===== src/rtl/b64r_pkg.sv =====
package b64r_pkg;

  localparam int RING_W      = 17;
  localparam int STEP_W      = 5;
  localparam int POS_OUT_W   = 16;
  localparam int CHAR_W      = 8;
  localparam int SKIP_W      = 16;
  localparam int SYM_W       = 6;
  localparam int REQ_W       = 2;
  localparam int KIND_W      = 2;
  localparam int BYTE_W      = 8;
  localparam int CFG_IDX_W   = 2;
  localparam int CMD_DATA_W  = 3 * BYTE_W;
  localparam int QUEUE_DEPTH = 4;
  localparam int QPTR_W      = $clog2(QUEUE_DEPTH);
  localparam int QCNT_W      = $clog2(QUEUE_DEPTH + 1);
  localparam int ADDR_BITS_DEFAULT = 16;

  localparam logic [RING_W-1:0] RING_SIZE_RESET = RING_W'(65536);

  localparam logic [CFG_IDX_W-1:0] CFG_RING_SIZE = 2'd0;
  localparam logic [CFG_IDX_W-1:0] CFG_STEP_LOG2 = 2'd1;
  localparam logic [CFG_IDX_W-1:0] CFG_CHUNK_MIN = 2'd2;

  typedef enum logic [REQ_W-1:0] {
    REQ_BEGIN = 2'd0,
    REQ_CHAR  = 2'd1,
    REQ_QUOTE = 2'd2,
    REQ_FLUSH = 2'd3
  } req_t;

  typedef enum logic [KIND_W-1:0] {
    KIND_BYTE  = 2'd0,
    KIND_CHUNK = 2'd1,
    KIND_ERROR = 2'd2
  } kind_t;

  typedef enum logic [1:0] {
    OP_BEGIN  = 2'd0,
    OP_GROUP  = 2'd1,
    OP_ERROR  = 2'd2,
    OP_REPORT = 2'd3
  } op_t;

  // data holds the three decoded bytes (first byte on top) or the skip count
  typedef struct packed {
    op_t                   op;
    logic                  last;
    logic [1:0]            nbytes;
    logic [CMD_DATA_W-1:0] data;
  } cmd_t;

  typedef struct packed {
    logic [RING_W-1:0] ring_size;
    logic [STEP_W-1:0] step_log2;
    logic [RING_W-1:0] chunk_minimum;
  } cfg_t;

endpackage


===== src/rtl/b64r_front.sv =====
module b64r_front (
  input  logic                          clk,
  input  logic                          rst,
  input  logic                          in_valid,
  output logic                          in_stall,
  input  logic [b64r_pkg::REQ_W-1:0]    req_type,
  input  logic [b64r_pkg::CHAR_W-1:0]   char_code,
  input  logic [b64r_pkg::SKIP_W-1:0]   skip_count,
  input  logic                          queue_full,
  output logic                          push,
  output b64r_pkg::cmd_t                cmd
);
  import b64r_pkg::*;

  localparam logic [CHAR_W-1:0] CH_UPPER_A = 8'h41;
  localparam logic [CHAR_W-1:0] CH_UPPER_Z = 8'h5A;
  localparam logic [CHAR_W-1:0] CH_LOWER_A = 8'h61;
  localparam logic [CHAR_W-1:0] CH_LOWER_Z = 8'h7A;
  localparam logic [CHAR_W-1:0] CH_DIGIT_0 = 8'h30;
  localparam logic [CHAR_W-1:0] CH_DIGIT_9 = 8'h39;
  localparam logic [CHAR_W-1:0] CH_PLUS    = 8'h2B;
  localparam logic [CHAR_W-1:0] CH_SLASH   = 8'h2F;
  localparam logic [CHAR_W-1:0] CH_PAD     = 8'h3D;

  logic [SYM_W-1:0] symbol_group [4];
  logic [1:0]       symbol_count, symbol_count_next;
  logic [1:0]       pad_offset, pad_offset_next;
  logic             error_seen, error_seen_next;

  logic             accept;
  logic             is_pad;
  logic             sym_ok;
  logic [SYM_W-1:0] sym_val;
  logic [1:0]       pad_upd;
  logic [1:0]       group_bytes;
  logic             group_we;

  assign in_stall = queue_full;
  assign accept   = in_valid && !queue_full;
  assign is_pad   = (char_code == CH_PAD);
  assign pad_upd  = is_pad ? 2'(pad_offset + 2'd1) : pad_offset;

  always_comb begin
    sym_ok  = 1'b1;
    sym_val = '0;
    if (char_code >= CH_UPPER_A && char_code <= CH_UPPER_Z) begin
      sym_val = SYM_W'(char_code - CH_UPPER_A);
    end else if (char_code >= CH_LOWER_A && char_code <= CH_LOWER_Z) begin
      sym_val = SYM_W'(char_code - CH_LOWER_A + 8'd26);
    end else if (char_code >= CH_DIGIT_0 && char_code <= CH_DIGIT_9) begin
      sym_val = SYM_W'(char_code - CH_DIGIT_0 + 8'd52);
    end else if (char_code == CH_PLUS) begin
      sym_val = 6'd62;
    end else if (char_code == CH_SLASH) begin
      sym_val = 6'd63;
    end else if (!is_pad) begin
      sym_ok = 1'b0;
    end
  end

  // padding marks drop bytes from the end of the group
  always_comb begin
    unique case (pad_upd)
      2'd0:    group_bytes = 2'd3;
      2'd1:    group_bytes = 2'd3;
      2'd2:    group_bytes = 2'd2;
      default: group_bytes = 2'd1;
    endcase
  end

  always_comb begin
    push              = 1'b0;
    cmd.op            = OP_BEGIN;
    cmd.last          = 1'b0;
    cmd.nbytes        = '0;
    cmd.data          = '0;
    symbol_count_next = symbol_count;
    pad_offset_next   = pad_offset;
    error_seen_next   = error_seen;
    group_we          = 1'b0;
    if (accept) begin
      unique case (req_t'(req_type))
        REQ_BEGIN: begin
          push              = 1'b1;
          cmd.op            = OP_BEGIN;
          cmd.data          = CMD_DATA_W'(skip_count);
          symbol_count_next = '0;
          pad_offset_next   = 2'd1;
          error_seen_next   = 1'b0;
        end
        REQ_CHAR: begin
          if (!error_seen) begin
            if (!sym_ok || (is_pad && symbol_count < 2'd2)) begin
              push            = 1'b1;
              cmd.op          = OP_ERROR;
              error_seen_next = 1'b1;
            end else if (symbol_count == 2'd3) begin
              push              = 1'b1;
              cmd.op            = OP_GROUP;
              cmd.nbytes        = group_bytes;
              cmd.data          = {symbol_group[0], symbol_group[1],
                                   symbol_group[2], sym_val};
              symbol_count_next = '0;
              pad_offset_next   = 2'd1;
            end else begin
              group_we          = 1'b1;
              symbol_count_next = 2'(symbol_count + 2'd1);
              pad_offset_next   = pad_upd;
            end
          end
        end
        REQ_QUOTE: begin
          if (!error_seen) begin
            push = 1'b1;
            if (symbol_count != 2'd0) begin
              cmd.op          = OP_ERROR;
              error_seen_next = 1'b1;
            end else begin
              cmd.op   = OP_REPORT;
              cmd.last = 1'b1;
            end
          end
        end
        REQ_FLUSH: begin
          if (!error_seen) begin
            push   = 1'b1;
            cmd.op = OP_REPORT;
          end
        end
      endcase
    end
  end

  always_ff @(posedge clk) begin
    if (rst) begin
      symbol_count <= '0;
      pad_offset   <= 2'd1;
      error_seen   <= 1'b0;
    end else begin
      symbol_count <= symbol_count_next;
      pad_offset   <= pad_offset_next;
      error_seen   <= error_seen_next;
    end
  end

  always_ff @(posedge clk) begin
    if (group_we) begin
      symbol_group[symbol_count] <= sym_val;
    end
  end

endmodule


===== src/rtl/b64r_queue.sv =====
module b64r_queue (
  input  logic           clk,
  input  logic           rst,
  input  logic           push,
  input  b64r_pkg::cmd_t push_cmd,
  input  logic           pop,
  output logic           full,
  output logic           head_valid,
  output b64r_pkg::cmd_t head
);
  import b64r_pkg::*;

  cmd_t              slots [QUEUE_DEPTH];
  logic [QPTR_W-1:0] wr_ptr;
  logic [QPTR_W-1:0] rd_ptr;
  logic [QCNT_W-1:0] count;

  assign full       = (count == QCNT_W'(QUEUE_DEPTH));
  assign head_valid = (count != '0);
  assign head       = slots[rd_ptr];

  always_ff @(posedge clk) begin
    if (rst) begin
      wr_ptr <= '0;
      rd_ptr <= '0;
      count  <= '0;
    end else begin
      if (push) begin
        wr_ptr <= (wr_ptr == QPTR_W'(QUEUE_DEPTH - 1)) ? '0 : QPTR_W'(wr_ptr + 1'b1);
      end
      if (pop) begin
        rd_ptr <= (rd_ptr == QPTR_W'(QUEUE_DEPTH - 1)) ? '0 : QPTR_W'(rd_ptr + 1'b1);
      end
      if (push && !pop) begin
        count <= QCNT_W'(count + 1'b1);
      end else if (pop && !push) begin
        count <= QCNT_W'(count - 1'b1);
      end
    end
  end

  always_ff @(posedge clk) begin
    if (push) begin
      slots[wr_ptr] <= push_cmd;
    end
  end

`ifndef SYNTHESIS
  a_no_push_when_full: assert property (@(posedge clk) disable iff (rst)
    full |-> !push)
    else $error("command pushed into a full queue");

  a_no_pop_when_empty: assert property (@(posedge clk) disable iff (rst)
    pop |-> head_valid)
    else $error("command popped from an empty queue");

  a_count_in_range: assert property (@(posedge clk) disable iff (rst)
    count <= QCNT_W'(QUEUE_DEPTH))
    else $error("queue count above its depth");
`endif

endmodule


===== src/rtl/b64r_back.sv =====
module b64r_back #(
  parameter int ADDR_BITS = b64r_pkg::ADDR_BITS_DEFAULT
) (
  input  logic                             clk,
  input  logic                             rst,
  input  b64r_pkg::cfg_t                   cfg,
  input  logic                             head_valid,
  input  b64r_pkg::cmd_t                   head,
  output logic                             pop,
  output logic                             out_valid,
  input  logic                             out_stall,
  output logic [b64r_pkg::KIND_W-1:0]      kind,
  output logic [b64r_pkg::POS_OUT_W-1:0]   position,
  output logic [b64r_pkg::BYTE_W-1:0]      data_byte,
  output logic [b64r_pkg::RING_W-1:0]      chunk_size,
  output logic                             last_result
);
  import b64r_pkg::*;

  localparam int POS_W = (ADDR_BITS + 1 < RING_W) ? ADDR_BITS + 1 : RING_W;
  localparam int EFF_W = (ADDR_BITS + 1 > RING_W) ? ADDR_BITS + 1 : RING_W;

  logic [SKIP_W-1:0] skip_left, skip_left_next;
  logic [POS_W-1:0]  write_pos, write_pos_next;
  logic [POS_W-1:0]  chunk_start, chunk_start_next;
  logic [1:0]        step, step_next;

  // decisions of a report, taken in its first step
  logic              rpt_wrap;
  logic              rpt_emit2;
  logic [POS_W-1:0]  rpt_tail;
  logic [POS_W-1:0]  rpt_size;
  logic              rpt_load;

  logic [EFF_W-1:0]  ring_wide;
  logic [EFF_W-1:0]  ring_top;
  logic [EFF_W-1:0]  eff_wide;
  logic [POS_W-1:0]  eff;

  logic              adv, go, done;
  logic              emit;
  kind_t             emit_kind;
  logic [POS_W-1:0]  emit_pos;
  logic [BYTE_W-1:0] emit_byte;
  logic [POS_W-1:0]  emit_size;
  logic              emit_last;

  logic [BYTE_W-1:0] cur_byte;
  logic [POS_W-1:0]  wp_cur;
  logic              wrap_calc;
  logic [POS_W-1:0]  raw_size;
  logic [POS_W-1:0]  keep_mask;
  logic [POS_W-1:0]  rounded;
  logic              emit2_calc;
  logic [POS_W-1:0]  tail_calc;

  // ring size clamped to 1 .. 2^ADDR_BITS
  assign ring_wide = EFF_W'(cfg.ring_size);
  assign ring_top  = EFF_W'(1) << ADDR_BITS;
  always_comb begin
    if (ring_wide == '0) begin
      eff_wide = EFF_W'(1);
    end else if (ring_wide > ring_top) begin
      eff_wide = ring_top;
    end else begin
      eff_wide = ring_wide;
    end
  end
  assign eff = POS_W'(eff_wide);

  assign adv = !out_valid || !out_stall;
  assign go  = adv && head_valid;

  always_comb begin
    unique case (step)
      2'd0:    cur_byte = head.data[3*BYTE_W-1:2*BYTE_W];
      2'd1:    cur_byte = head.data[2*BYTE_W-1:BYTE_W];
      default: cur_byte = head.data[BYTE_W-1:0];
    endcase
  end

  assign wp_cur     = (write_pos >= eff) ? '0 : write_pos;
  assign wrap_calc  = (chunk_start > write_pos);
  assign raw_size   = wrap_calc ? write_pos : POS_W'(write_pos - chunk_start);
  assign keep_mask  = {POS_W{1'b1}} << cfg.step_log2;
  assign rounded    = raw_size & keep_mask;
  assign emit2_calc = head.last || (RING_W'(rounded) >= cfg.chunk_minimum);
  assign tail_calc  = (eff > chunk_start) ? POS_W'(eff - chunk_start) : '0;

  always_comb begin
    emit             = 1'b0;
    emit_kind        = KIND_BYTE;
    emit_pos         = '0;
    emit_byte        = '0;
    emit_size        = '0;
    emit_last        = 1'b0;
    done             = 1'b0;
    rpt_load         = 1'b0;
    step_next        = step;
    skip_left_next   = skip_left;
    write_pos_next   = write_pos;
    chunk_start_next = chunk_start;
    if (go) begin
      unique case (head.op)
        OP_BEGIN: begin
          skip_left_next = head.data[SKIP_W-1:0];
          done           = 1'b1;
        end
        OP_ERROR: begin
          emit      = 1'b1;
          emit_kind = KIND_ERROR;
          emit_last = 1'b1;
          done      = 1'b1;
        end
        OP_GROUP: begin
          done = (step == 2'(head.nbytes - 2'd1));
          if (skip_left != '0) begin
            skip_left_next = SKIP_W'(skip_left - 1'b1);
          end else begin
            emit           = 1'b1;
            emit_kind      = KIND_BYTE;
            emit_pos       = wp_cur;
            emit_byte      = cur_byte;
            emit_last      = done;
            write_pos_next = POS_W'(wp_cur + 1'b1);
          end
          if (!done) begin
            step_next = 2'(step + 2'd1);
          end
        end
        OP_REPORT: begin
          unique case (step)
            2'd0: begin
              rpt_load = 1'b1;
              if (wrap_calc) begin
                step_next = 2'd1;
              end else if (emit2_calc) begin
                step_next = 2'd2;
              end else begin
                done = 1'b1;
              end
            end
            2'd1: begin
              // tail from chunk start up to the ring end
              emit             = 1'b1;
              emit_kind        = KIND_CHUNK;
              emit_pos         = chunk_start;
              emit_size        = rpt_tail;
              emit_last        = !rpt_emit2;
              chunk_start_next = '0;
              if (rpt_emit2) begin
                step_next = 2'd2;
              end else begin
                done = 1'b1;
              end
            end
            default: begin
              emit             = 1'b1;
              emit_kind        = KIND_CHUNK;
              emit_pos         = chunk_start;
              emit_size        = rpt_size;
              emit_last        = 1'b1;
              chunk_start_next = POS_W'(chunk_start + rpt_size);
              done             = 1'b1;
            end
          endcase
        end
      endcase
      if (done) begin
        step_next = '0;
      end
    end
  end

  assign pop = go && done;

  always_ff @(posedge clk) begin
    if (rst) begin
      skip_left   <= '0;
      write_pos   <= '0;
      chunk_start <= '0;
      step        <= '0;
      out_valid   <= 1'b0;
    end else begin
      skip_left   <= skip_left_next;
      write_pos   <= write_pos_next;
      chunk_start <= chunk_start_next;
      step        <= step_next;
      if (adv) begin
        out_valid <= emit;
      end
    end
  end

  always_ff @(posedge clk) begin
    if (rpt_load) begin
      rpt_wrap  <= wrap_calc;
      rpt_emit2 <= emit2_calc;
      rpt_tail  <= tail_calc;
      rpt_size  <= rounded;
    end
    if (adv && emit) begin
      kind        <= emit_kind;
      position    <= POS_OUT_W'(emit_pos);
      data_byte   <= emit_byte;
      chunk_size  <= RING_W'(emit_size);
      last_result <= emit_last;
    end
  end

`ifndef SYNTHESIS
  a_step_needs_cmd: assert property (@(posedge clk) disable iff (rst)
    step != 2'd0 |-> head_valid)
    else $error("sequencer mid command with empty queue");

  a_group_step_range: assert property (@(posedge clk) disable iff (rst)
    head_valid && head.op == OP_GROUP |-> step < head.nbytes)
    else $error("group step past its byte count");

  a_tail_only_on_wrap: assert property (@(posedge clk) disable iff (rst)
    go && head.op == OP_REPORT && step == 2'd1 |-> rpt_wrap)
    else $error("tail chunk sent without wrapped chunk start");

  a_error_fields: assert property (@(posedge clk) disable iff (rst)
    out_valid && kind == KIND_ERROR |-> position == '0 && chunk_size == '0 && last_result)
    else $error("malformed error transfer");

  a_skip_holds_pos: assert property (@(posedge clk) disable iff (rst)
    go && head.op == OP_GROUP && skip_left != '0 |=> write_pos == $past(write_pos))
    else $error("write position moved on a skipped byte");
`endif

endmodule


===== src/rtl/base64_ring_decoder.sv =====
// path: a transfer is queued, then the back end registers the result; reports first decide
// throughput: one item per cycle into a 4-entry command queue while in_stall is low; the back end
//   takes one step per decoded byte (written or skipped), per begin and per error, plus a decision
//   step and a step per chunk on each report, and holds while out_stall holds a valid result
// reset: synchronous active-high rst clears decode state, ring pointers and the queue;
//   configuration returns to ring size 65536, step 0, chunk minimum 0
module base64_ring_decoder #(
  parameter int ADDR_BITS = b64r_pkg::ADDR_BITS_DEFAULT
) (
  input  logic                             clk,
  input  logic                             rst,
  input  logic                             cfg_we,
  input  logic [b64r_pkg::CFG_IDX_W-1:0]   cfg_index,
  input  logic [b64r_pkg::RING_W-1:0]      cfg_data,
  input  logic                             in_valid,
  output logic                             in_stall,
  input  logic [b64r_pkg::REQ_W-1:0]       req_type,
  input  logic [b64r_pkg::CHAR_W-1:0]      char_code,
  input  logic [b64r_pkg::SKIP_W-1:0]      skip_count,
  output logic                             out_valid,
  input  logic                             out_stall,
  output logic [b64r_pkg::KIND_W-1:0]      kind,
  output logic [b64r_pkg::POS_OUT_W-1:0]   position,
  output logic [b64r_pkg::BYTE_W-1:0]      data_byte,
  output logic [b64r_pkg::RING_W-1:0]      chunk_size,
  output logic                             last_result
);
  import b64r_pkg::*;

  cfg_t cfg;
  logic push;
  cmd_t push_cmd;
  logic queue_full;
  logic pop;
  logic head_valid;
  cmd_t head;

  always_ff @(posedge clk) begin
    if (rst) begin
      cfg.ring_size     <= RING_SIZE_RESET;
      cfg.step_log2     <= '0;
      cfg.chunk_minimum <= '0;
    end else if (cfg_we) begin
      case (cfg_index)
        CFG_RING_SIZE: cfg.ring_size     <= cfg_data;
        CFG_STEP_LOG2: cfg.step_log2     <= cfg_data[STEP_W-1:0];
        CFG_CHUNK_MIN: cfg.chunk_minimum <= cfg_data;
        default: ;
      endcase
    end
  end

  b64r_front u_front (
    .clk        (clk),
    .rst        (rst),
    .in_valid   (in_valid),
    .in_stall   (in_stall),
    .req_type   (req_type),
    .char_code  (char_code),
    .skip_count (skip_count),
    .queue_full (queue_full),
    .push       (push),
    .cmd        (push_cmd)
  );

  b64r_queue u_queue (
    .clk        (clk),
    .rst        (rst),
    .push       (push),
    .push_cmd   (push_cmd),
    .pop        (pop),
    .full       (queue_full),
    .head_valid (head_valid),
    .head       (head)
  );

  b64r_back #(
    .ADDR_BITS (ADDR_BITS)
  ) u_back (
    .clk         (clk),
    .rst         (rst),
    .cfg         (cfg),
    .head_valid  (head_valid),
    .head        (head),
    .pop         (pop),
    .out_valid   (out_valid),
    .out_stall   (out_stall),
    .kind        (kind),
    .position    (position),
    .data_byte   (data_byte),
    .chunk_size  (chunk_size),
    .last_result (last_result)
  );

endmodule

===== config.mk =====
export PLATFORM = sky130hd
export DESIGN_NAME = base64_ring_decoder
export DESIGN_NICKNAME = d
export VERILOG_FILES = /design/src/rtl/b64r_pkg.sv /design/src/rtl/b64r_front.sv /design/src/rtl/b64r_queue.sv /design/src/rtl/b64r_back.sv /design/src/rtl/base64_ring_decoder.sv
export SDC_FILE = /design/constraint.sdc
export NUM_CORES = 1
export LEC_CHECK = 0
export ABC_AREA = 1
export BUFFER_PORTS_ARGS = -buffer_cell sky130_fd_sc_hd__buf_4
export CAP_MARGIN = 10
export CORE_AREA = 2 2 175 177
export CTS_CLUSTER_DIAMETER = 100
export CTS_CLUSTER_SIZE = 10
export DETAILED_ROUTE_END_ITERATION = 7
export DIE_AREA = 0 0 177 179
export PLACE_DENSITY = 0.86
export SYNTH_ARGS = -nofsm -noshare
export SYNTH_HDL_FRONTEND = slang
export SYNTH_SLANG_ARGS = --single-unit

===== constraint.sdc =====
create_clock -name clk -period 4.9 [get_ports clk]
set_input_delay 1.47 -clock clk [delete_from_list [all_inputs] [get_ports clk]]
set_output_delay 1.47 -clock clk [all_outputs]
set_load 0.02 [all_outputs]

==> key figures, run 1 <==
Logic synthesis
  – Area leader, netlist: edfxtp_1
  – Commonest cells post-synth: nand2_1 (377), nor2_1 (287), inv_1 (216)
  – Post-Synth XOR/XNOR Area: 0.02292
  – Syn_area_per_cell: approximately 8.5 µm²
  – Cells after Synth: between 2000 and 2500
  – Mux cell area share after synthesis: 0
  – Synth Register Bits: roughly 320
  – Count of cell types in the netlist: 50
  – Post-synth top area share: 0.3639
  – EDFF count, synth: ~210
  – Main combinational cell family by area after synthesis: simple AND/OR/NAND/NOR gates
  – Synth Area in Simple Gates: 0.1893
  – Sequential share of the synthesized area: 0.4847
  – Synth area leaders: edfxtp_1 (36%), dfxtp_1 (12%), nand2_1 (8.1%)
  – Yosys Warn Count: 0
  – Synth Flop Type: edfxtp_1
  – Synthesized Nets: approximately 2200
  – Post-synth ARST share: 0
  – Most numerous cell in the Yosys netlist: nand2_1
  – Area share of fa/ha/maj cells after synthesis: 0.08286
  – Post-synthesis compound-gate area fraction: 0.1568
  – Cell Area, Synth: between 15000 and 20000 µm²

Place
  – Hpwl dp: roughly 36 mm
  – IO Port Bufs: between 90 and 100
  – Placed insts: roughly 2600
  – RePlAce Congestion: 1.064

Worst setup path
  – Critical Path AT: a little under 5 ns
  – Worst setup SP type: flip-flop
  – Buf/Inv on CP: 5
  – CP delay by family, top: simple AND/OR/NAND/NOR gates
  – FF-to-FF path depth: 31
  – Most frequent CP cell: nand2_1
  – Setup CP Type: flip-flop to flip-flop
  – CP max stage delay: 0.38 ns
  – Crit Path Max Fanout: 33
  – Critical path's slowest cell: ha_2
  – Setup crit end kind: flip-flop
  – CP Depth: 31
  – WP data required: 5.31 ns

Route
  – Post-route DRC: 0
  – DR iter-0 viols: between 1500 and 2000
  – DR WL/cell: ~19 µm
  – Vias per cell: 5.949
  – Routed Antenna Nets: 0
  – Pre-antenna DRT Iters: 6
  – Final WL: ~50 mm
  – Via count: about 16000

Power and ir drop
  – Power Density: approximately 600 nW/µm²
  – Max VDD drop: roughly 0.35 mV
  – Cell leakage power: around 8.5 nW

Cells and area
  – Fraction of layout cells with a size suffix above 1: 0.1116
  – Synth-to-Final Area Change: 14.74%
  – Multi-input gate area: ~8000 µm²
  – Filler Cell Count: between 2000 and 2500
  – Fin nets: ~2400
  – Final cell count without fillers: 2619
  – Sequential Area: around 8500 µm²
  – Diode count: 0

Clock network
  – Clk_lat worst skew: between 0.5 and 0.6 ns
  – CTS Sinks: 319
  – Reg clk slew, reported paths: 0.06 ns
  – H-Tree Level Count: 2
  – CTS Buffer Depth: 3
  – Cts bufs inserted: 37
  – CTS root buf: clkbuf_16
  – CTS tree: done

GRT
  – Vias in the first global route: 14370
  – Wire length of the first global-routing pass: around 76 mm
  – Pin count of the biggest net entering global routing: 74
  – Total global-route track usage: 0.3103
  – Initial antenna violation count: 0
  – Grt total ovfl: 0

Floorplan
  – Die ar.: about 32000 µm²
  – Num rows: 64
  – Chip width: between 150 and 200 µm
  – I/O Pins: 96
  – Chip height: 179 µm
  – Starting Density: 0.5853
  – Area of the core: ~30000 µm²

Timing
  – Slew HR: 0.4459
  – Worst-margin pin slew: just over 0.8 ns
  – Slew Viols, Final: 0
  – Final Cycle Share: 0.9251
  – Final setup fails: 0
  – F_max: between 0.2 and 0.25 GHz
  – Hold WS: approximately 0.47 ns
  – Final setup TNS: 0 ns
  – Min cycle time layout: between 4 and 5 ns
  – Unrepaired setup endpoints after global routing: no
  – Final Hold Viols: 0
  – Clk_skew: 0.02192 ns

Worst hold path
  – Hold Crit Depth: 2
  – Worst Hold Class: flip-flop to flip-flop

Job
  – Max-cap violations: 0

Outcome
  – Outcome: finished clean
==> cell type report <==
| cell class | count | share of cell area |
|---|---|---|
| sequential | 319 | 0.4224 |
| multi-input combinational | 1460 | 0.3987 |
| timing repair buffer | 153 | 0.05820 |
| clock buffer | 63 | 0.05075 |
| inverter | 225 | 0.04206 |
| tap | 396 | 0.02457 |
| clock inverter | 3 | 0.003288 |
==> per-stage QoR <==
step	cell area, µm²	setup WS [ns]	util	total power [mW]
3_5_place_dp	18980	0.03034	0.6320	9.359
3_3_place_gp	18980	0.2247	0.6320	9.204
4_1_cts	20070	0.03486	0.6685	11.89
2_1_floorplan	17580	0.3597	-	7.520
5_1_grt	20170	0.01986	0.6716	12.88
6_report	20170	0.3670	0.6716	12.15
==> path summary, 6_finish.rpt <==
check | start | to | slack (ns)
min | cfg[9]$_SDFFE_PP0P_ | cfg[9]$_SDFFE_PP0P_ | 0.47
min reg2reg | cfg[9]$_SDFFE_PP0P_ | cfg[9]$_SDFFE_PP0P_ | 0.47
max reg2reg | u_back.chunk_start[8]$_SDFFE_PP0P_ | u_queue.count[2]$_SDFFE_PP0P_ | 0.37
max | u_back.chunk_start[8]$_SDFFE_PP0P_ | u_queue.count[2]$_SDFFE_PP0P_ | 0.37
==> report_power, final <==
group / switching [mW] / total (mW) / internal, mW
Combinational: 3.79 / 5.83 / 2.04
Sequential: 0.256 / 3.81 / 3.55
Clock: 1.08 / 2.52 / 1.43
==> kinds of logic (layout without fill, tap and decap cells) <==
family,count (synthesis),in the layout
AOI/OAI and AO/OA,489,489
xor gates and xnor gates,46,46
adders and majority gates,114,114
buffers and inverters,290,444
DFF,319,319
and+or+nand+nor,811,811
==> placed cells by master, fill, tap and decap left out, types with 75 or more instances in the layout <==
| cell type | count |
|---|---|
| nor2_1 | 280 |
| ha_1 | 107 |
| inv_1 | 214 |
| edfxtp_1 | 213 |
| dfxtp_1 | 106 |
| nand3_1 | 75 |
| nand2_1 | 375 |
| a21oi_1 | 199 |
| o21ai_0 | 163 |
| buf_4 | 151 |
==> timing repair <==
| item | CTS | global route |
|---|---|---|
| hold buffers | 0 | 0 |
| setup buffers | 0 | 2 |
| resized for setup | 1 | 26 |
| endpoints found under the setup margin | 1 | 3 |
| pin swaps | 0 | 4 |
| gates cloned | 0 | 0 |
==> worst register-to-register path, delay by kind of cell (launching register included) <==
kind | cells | cell delay [ns]
buffers and inverters | 5 | 0.66
adder cells (fa/ha/maj) | 4 | 1.26
AND/OR/NAND/NOR | 17 | 1.62
AO/OA/AOI/OAI | 5 | 0.50
flip-flops | 1 | 0.37
==> state kept, by name, summed over array words and instances (netlist names), 3 cells and up, named ones only <==
register              cells
u_back.chunk_start       17
u_back.data_byte          8
u_back.rpt_tail          17
u_back.chunk_size        17
u_back.rpt_size          17
cfg                      39
u_back.skip_left         16
u_back.position          16
u_back.write_pos         17
u_queue.count             3
u_front.symbol_group     18
u_queue.slots           116
==> routing by layer <==
layer,share of wire,GRT usage,routed length [µm]
met5,0,0,0
met4,0.035,0.1057,1708
met2,0.43,0.4726,21320
met1,0.41,0.4485,20500
met3,0.12,0.05450,5897
(Power assumes the default switching activity.)
==> run 2: changes to the inputs <==
--- a/config.mk
+++ b/config.mk
@@ -12,3 +12,3 @@
 export CTS_CLUSTER_DIAMETER = 100
-export CTS_CLUSTER_SIZE = 10
+export CTS_CLUSTER_SIZE = 40
 export DETAILED_ROUTE_END_ITERATION = 7
==> constraint.sdc (replaced) <==
create_clock -name clk -period 4.4 [get_ports clk]
set_input_delay 0.88 -clock clk [delete_from_list [all_inputs] [get_ports clk]]
set_output_delay 0.88 -clock clk [all_outputs]
set_load 0.02 [all_outputs]
==> key figures, run 2 (synthesized netlist as in run 1, its figures left out) <==
Timing
  – Unrepaired setup endpoints after global routing: yes (was no)
  – Hold WS: 0.4754 ns (was 0.4690 ns)
  – Worst-margin pin slew: 0.8310 ns (was 0.8303 ns)
  – Clk_skew: 0.03901 ns (was 0.02192 ns)
  – Final setup fails: 0 (unchanged)
  – F_max: 0.2366 GHz (was 0.2206 GHz)
  – Min cycle time layout: 4.226 ns (was 4.533 ns)
  – Final setup TNS: 0 ns (unchanged)
  – PnR worst setup slack: 0.1740 ns (was 0.3670 ns)
  – Final Hold Viols: 0 (unchanged)
  – Slew Viols, Final: 0 (unchanged)
  – Slew HR: 0.4454 (was 0.4459)
  – Final Cycle Share: 0.9605 (was 0.9251)

Place
  – Placed insts: 2634 (was 2551)
  – IO Port Bufs: 95 (unchanged)
  – Placed cell areas: 19630 µm² (was 18980 µm²)
  – Pre-CTS WS: -0.3266 ns (was 0.03034 ns)
  – RePlAce Congestion: 0.9889 (was 1.064)
  – Hpwl dp: 38.19 mm (was 36.42 mm)

Route
  – DR WL/cell: 18.95 µm (was 18.87 µm)
  – Via count: 15620 (was 15580)
  – Final WL: 50.62 mm (was 49.43 mm)
  – Routed Antenna Nets: 0 (unchanged)
  – Vias per cell: 5.847 (was 5.949)
  – Pre-antenna DRT Iters: 7 (was 6)
  – DR iter-0 viols: 1737 (was 1810)
  – Post-route DRC: 0 (unchanged)

Cells and area
  – Synth-to-Final Area Change: 17.57% (was 14.74%)
  – Fraction of layout cells with a size suffix above 1: 0.1740 (was 0.1116)
  – Finished Core Util: 0.6881 (was 0.6716)
  – Max reg flops: 116 (unchanged)
  – Biggest regs: u_queue.slots x116, cfg x39, u_front.symbol_group x18 (unchanged)
  – Commonest cells after routing, fill and taps aside: nand2_1 (372), nor2_1 (278), buf_4 (244) (was nand2_1 (375), nor2_1 (280), inv_1 (214))
  – Commonest non-fill, non-tap cell in the layout: nand2_1 (unchanged)
  – Cell area after layout: 20660 µm² (was 20170 µm²)
  – Diode count: 0 (unchanged)
  – Most flops, register: u_queue.slots (unchanged)
  – Final cell count without fillers: 2672 (was 2619)
  – Fin nets: 2434 (was 2360)

Worst hold path
  – Worst Hold Class: flip-flop to flip-flop (unchanged)

Power and ir drop
  – Power Density: 650.5 nW/µm² (was 602.7 nW/µm²)
  – Total power: 13.44 mW (was 12.15 mW)
  – Cell leakage power: 8.791 nW (was 8.520 nW)
  – Max VDD drop: 0.3804 mV (was 0.3481 mV)

Floorplan
  – Chip height: 179 µm (unchanged)
  – Die ar.: 31680 µm² (unchanged)
  – I/O Pins: 96 (unchanged)
  – Num rows: 64 (unchanged)
  – Starting Density: 0.5853 (unchanged)
  – Area of the core: 30030 µm² (unchanged)
  – Chip width: 177 µm (unchanged)

Outcome
  – Outcome: finished clean (unchanged)

Clock network
  – CTS root buf: clkbuf_16 (unchanged)
  – Clk_lat worst skew: 0.54 ns (about the same)
  – CTS Sinks: 319 (unchanged)
  – CTS hold repair buffers: 0 (unchanged)
  – Cts bufs inserted: 13 (was 37)
  – CTS Buffer Depth: 3 (unchanged)
  – H-Tree Level Count: 1 (was 2)
  – Reg clk slew, reported paths: 0.14 ns (was 0.06 ns)
  – CTS tree: done (unchanged)

Worst setup path
  – Setup crit end kind: flip-flop (unchanged)
  – CP max stage delay: 0.42 ns (was 0.38 ns)
  – Crit Path Max Fanout: 6 (was 33)
  – Most frequent CP cell: nand2_1 (unchanged)
  – Worst setup SP type: flip-flop (unchanged)
  – Setup CP Type: flip-flop to flip-flop (unchanged)
  – Critical Path AT: 4.65 ns (was 4.94 ns)
  – WP data required: 4.82 ns (was 5.31 ns)
  – Critical path's slowest cell: fa_2 (was ha_2)

GRT
  – Total global-route track usage: 0.3130 (was 0.3103)
  – Wire length of the first global-routing pass: 76.36 mm (about the same)
  – Grt total ovfl: 0 (unchanged)
  – Pin count of the biggest net entering global routing: 63 (was 74)
  – Vias in the first global route: 14180 (was 14370)
  – Initial antenna violation count: 0 (unchanged)

Job
  – Max-cap violations: 0 (unchanged)
-- run 2: what timing repair did --
item                                    CTS  global route
pin swaps                                 6            37
gates resized for setup                  23            88
setup buffers                             5            10
endpoints found under the setup margin    3             3
gates cloned                              0             2
endpoints found under the hold margin     0             0
-- run 2: layer usage --
layer	track usage	vias up	wire (µm)
li1	-	7481	-
met2	0.4810	723	22090
met5	0.02083	-	92
met1	0.4589	7322	22370
met3	0.05810	95	4890
met4	0.07163	2	1171
-- run 2: final timing paths --
kind                                      startpoint                       endpoint  slack (ns)  cells past startpoint
setup / recovery  u_back.chunk_start[2]$_SDFFE_PP0P_  u_queue.count[1]$_SDFFE_PP0P_        0.17                     30
setup reg to reg  u_back.chunk_start[2]$_SDFFE_PP0P_  u_queue.count[1]$_SDFFE_PP0P_        0.17                     30
hold / removal                   cfg[8]$_SDFFE_PP0P_            cfg[8]$_SDFFE_PP0P_        0.48                      2
hold reg to reg                  cfg[8]$_SDFFE_PP0P_            cfg[8]$_SDFFE_PP0P_        0.48                      2
-- run 2: worst max-delay path, delay by kind of cell, from the launching register on --
kind / cells / cell delay, ns
flip-flops: 1 / 0.37
AO/OA/AOI/OAI: 6 / 0.83
adder cells (fa/ha/maj): 4 / 1.18
AND/OR/NAND/NOR: 16 / 1.35
buffers and inverters: 4 / 0.37
-- run 2: layout make-up --
class | count | area (µm²)
sequential | 319 | 8537
timing repair buffer | 251 | 1977
clock buffer | 15 | 332.8
multi-input combinational | 1460 | 8374
clock inverter | 6 | 100.1
tap | 396 | 495.5
fill | 2339 | 9365
inverter | 225 | 847.1
-- run 2: power by group --
part           total, mW  leakage [nW]  internal (mW)  switching [mW]
Combinational       7.64          5.60           3.03            4.62
Clock               1.59         0.206          0.601           0.986
Sequential          4.21          2.98           3.94           0.270
Total               13.4          8.79           7.57            5.88
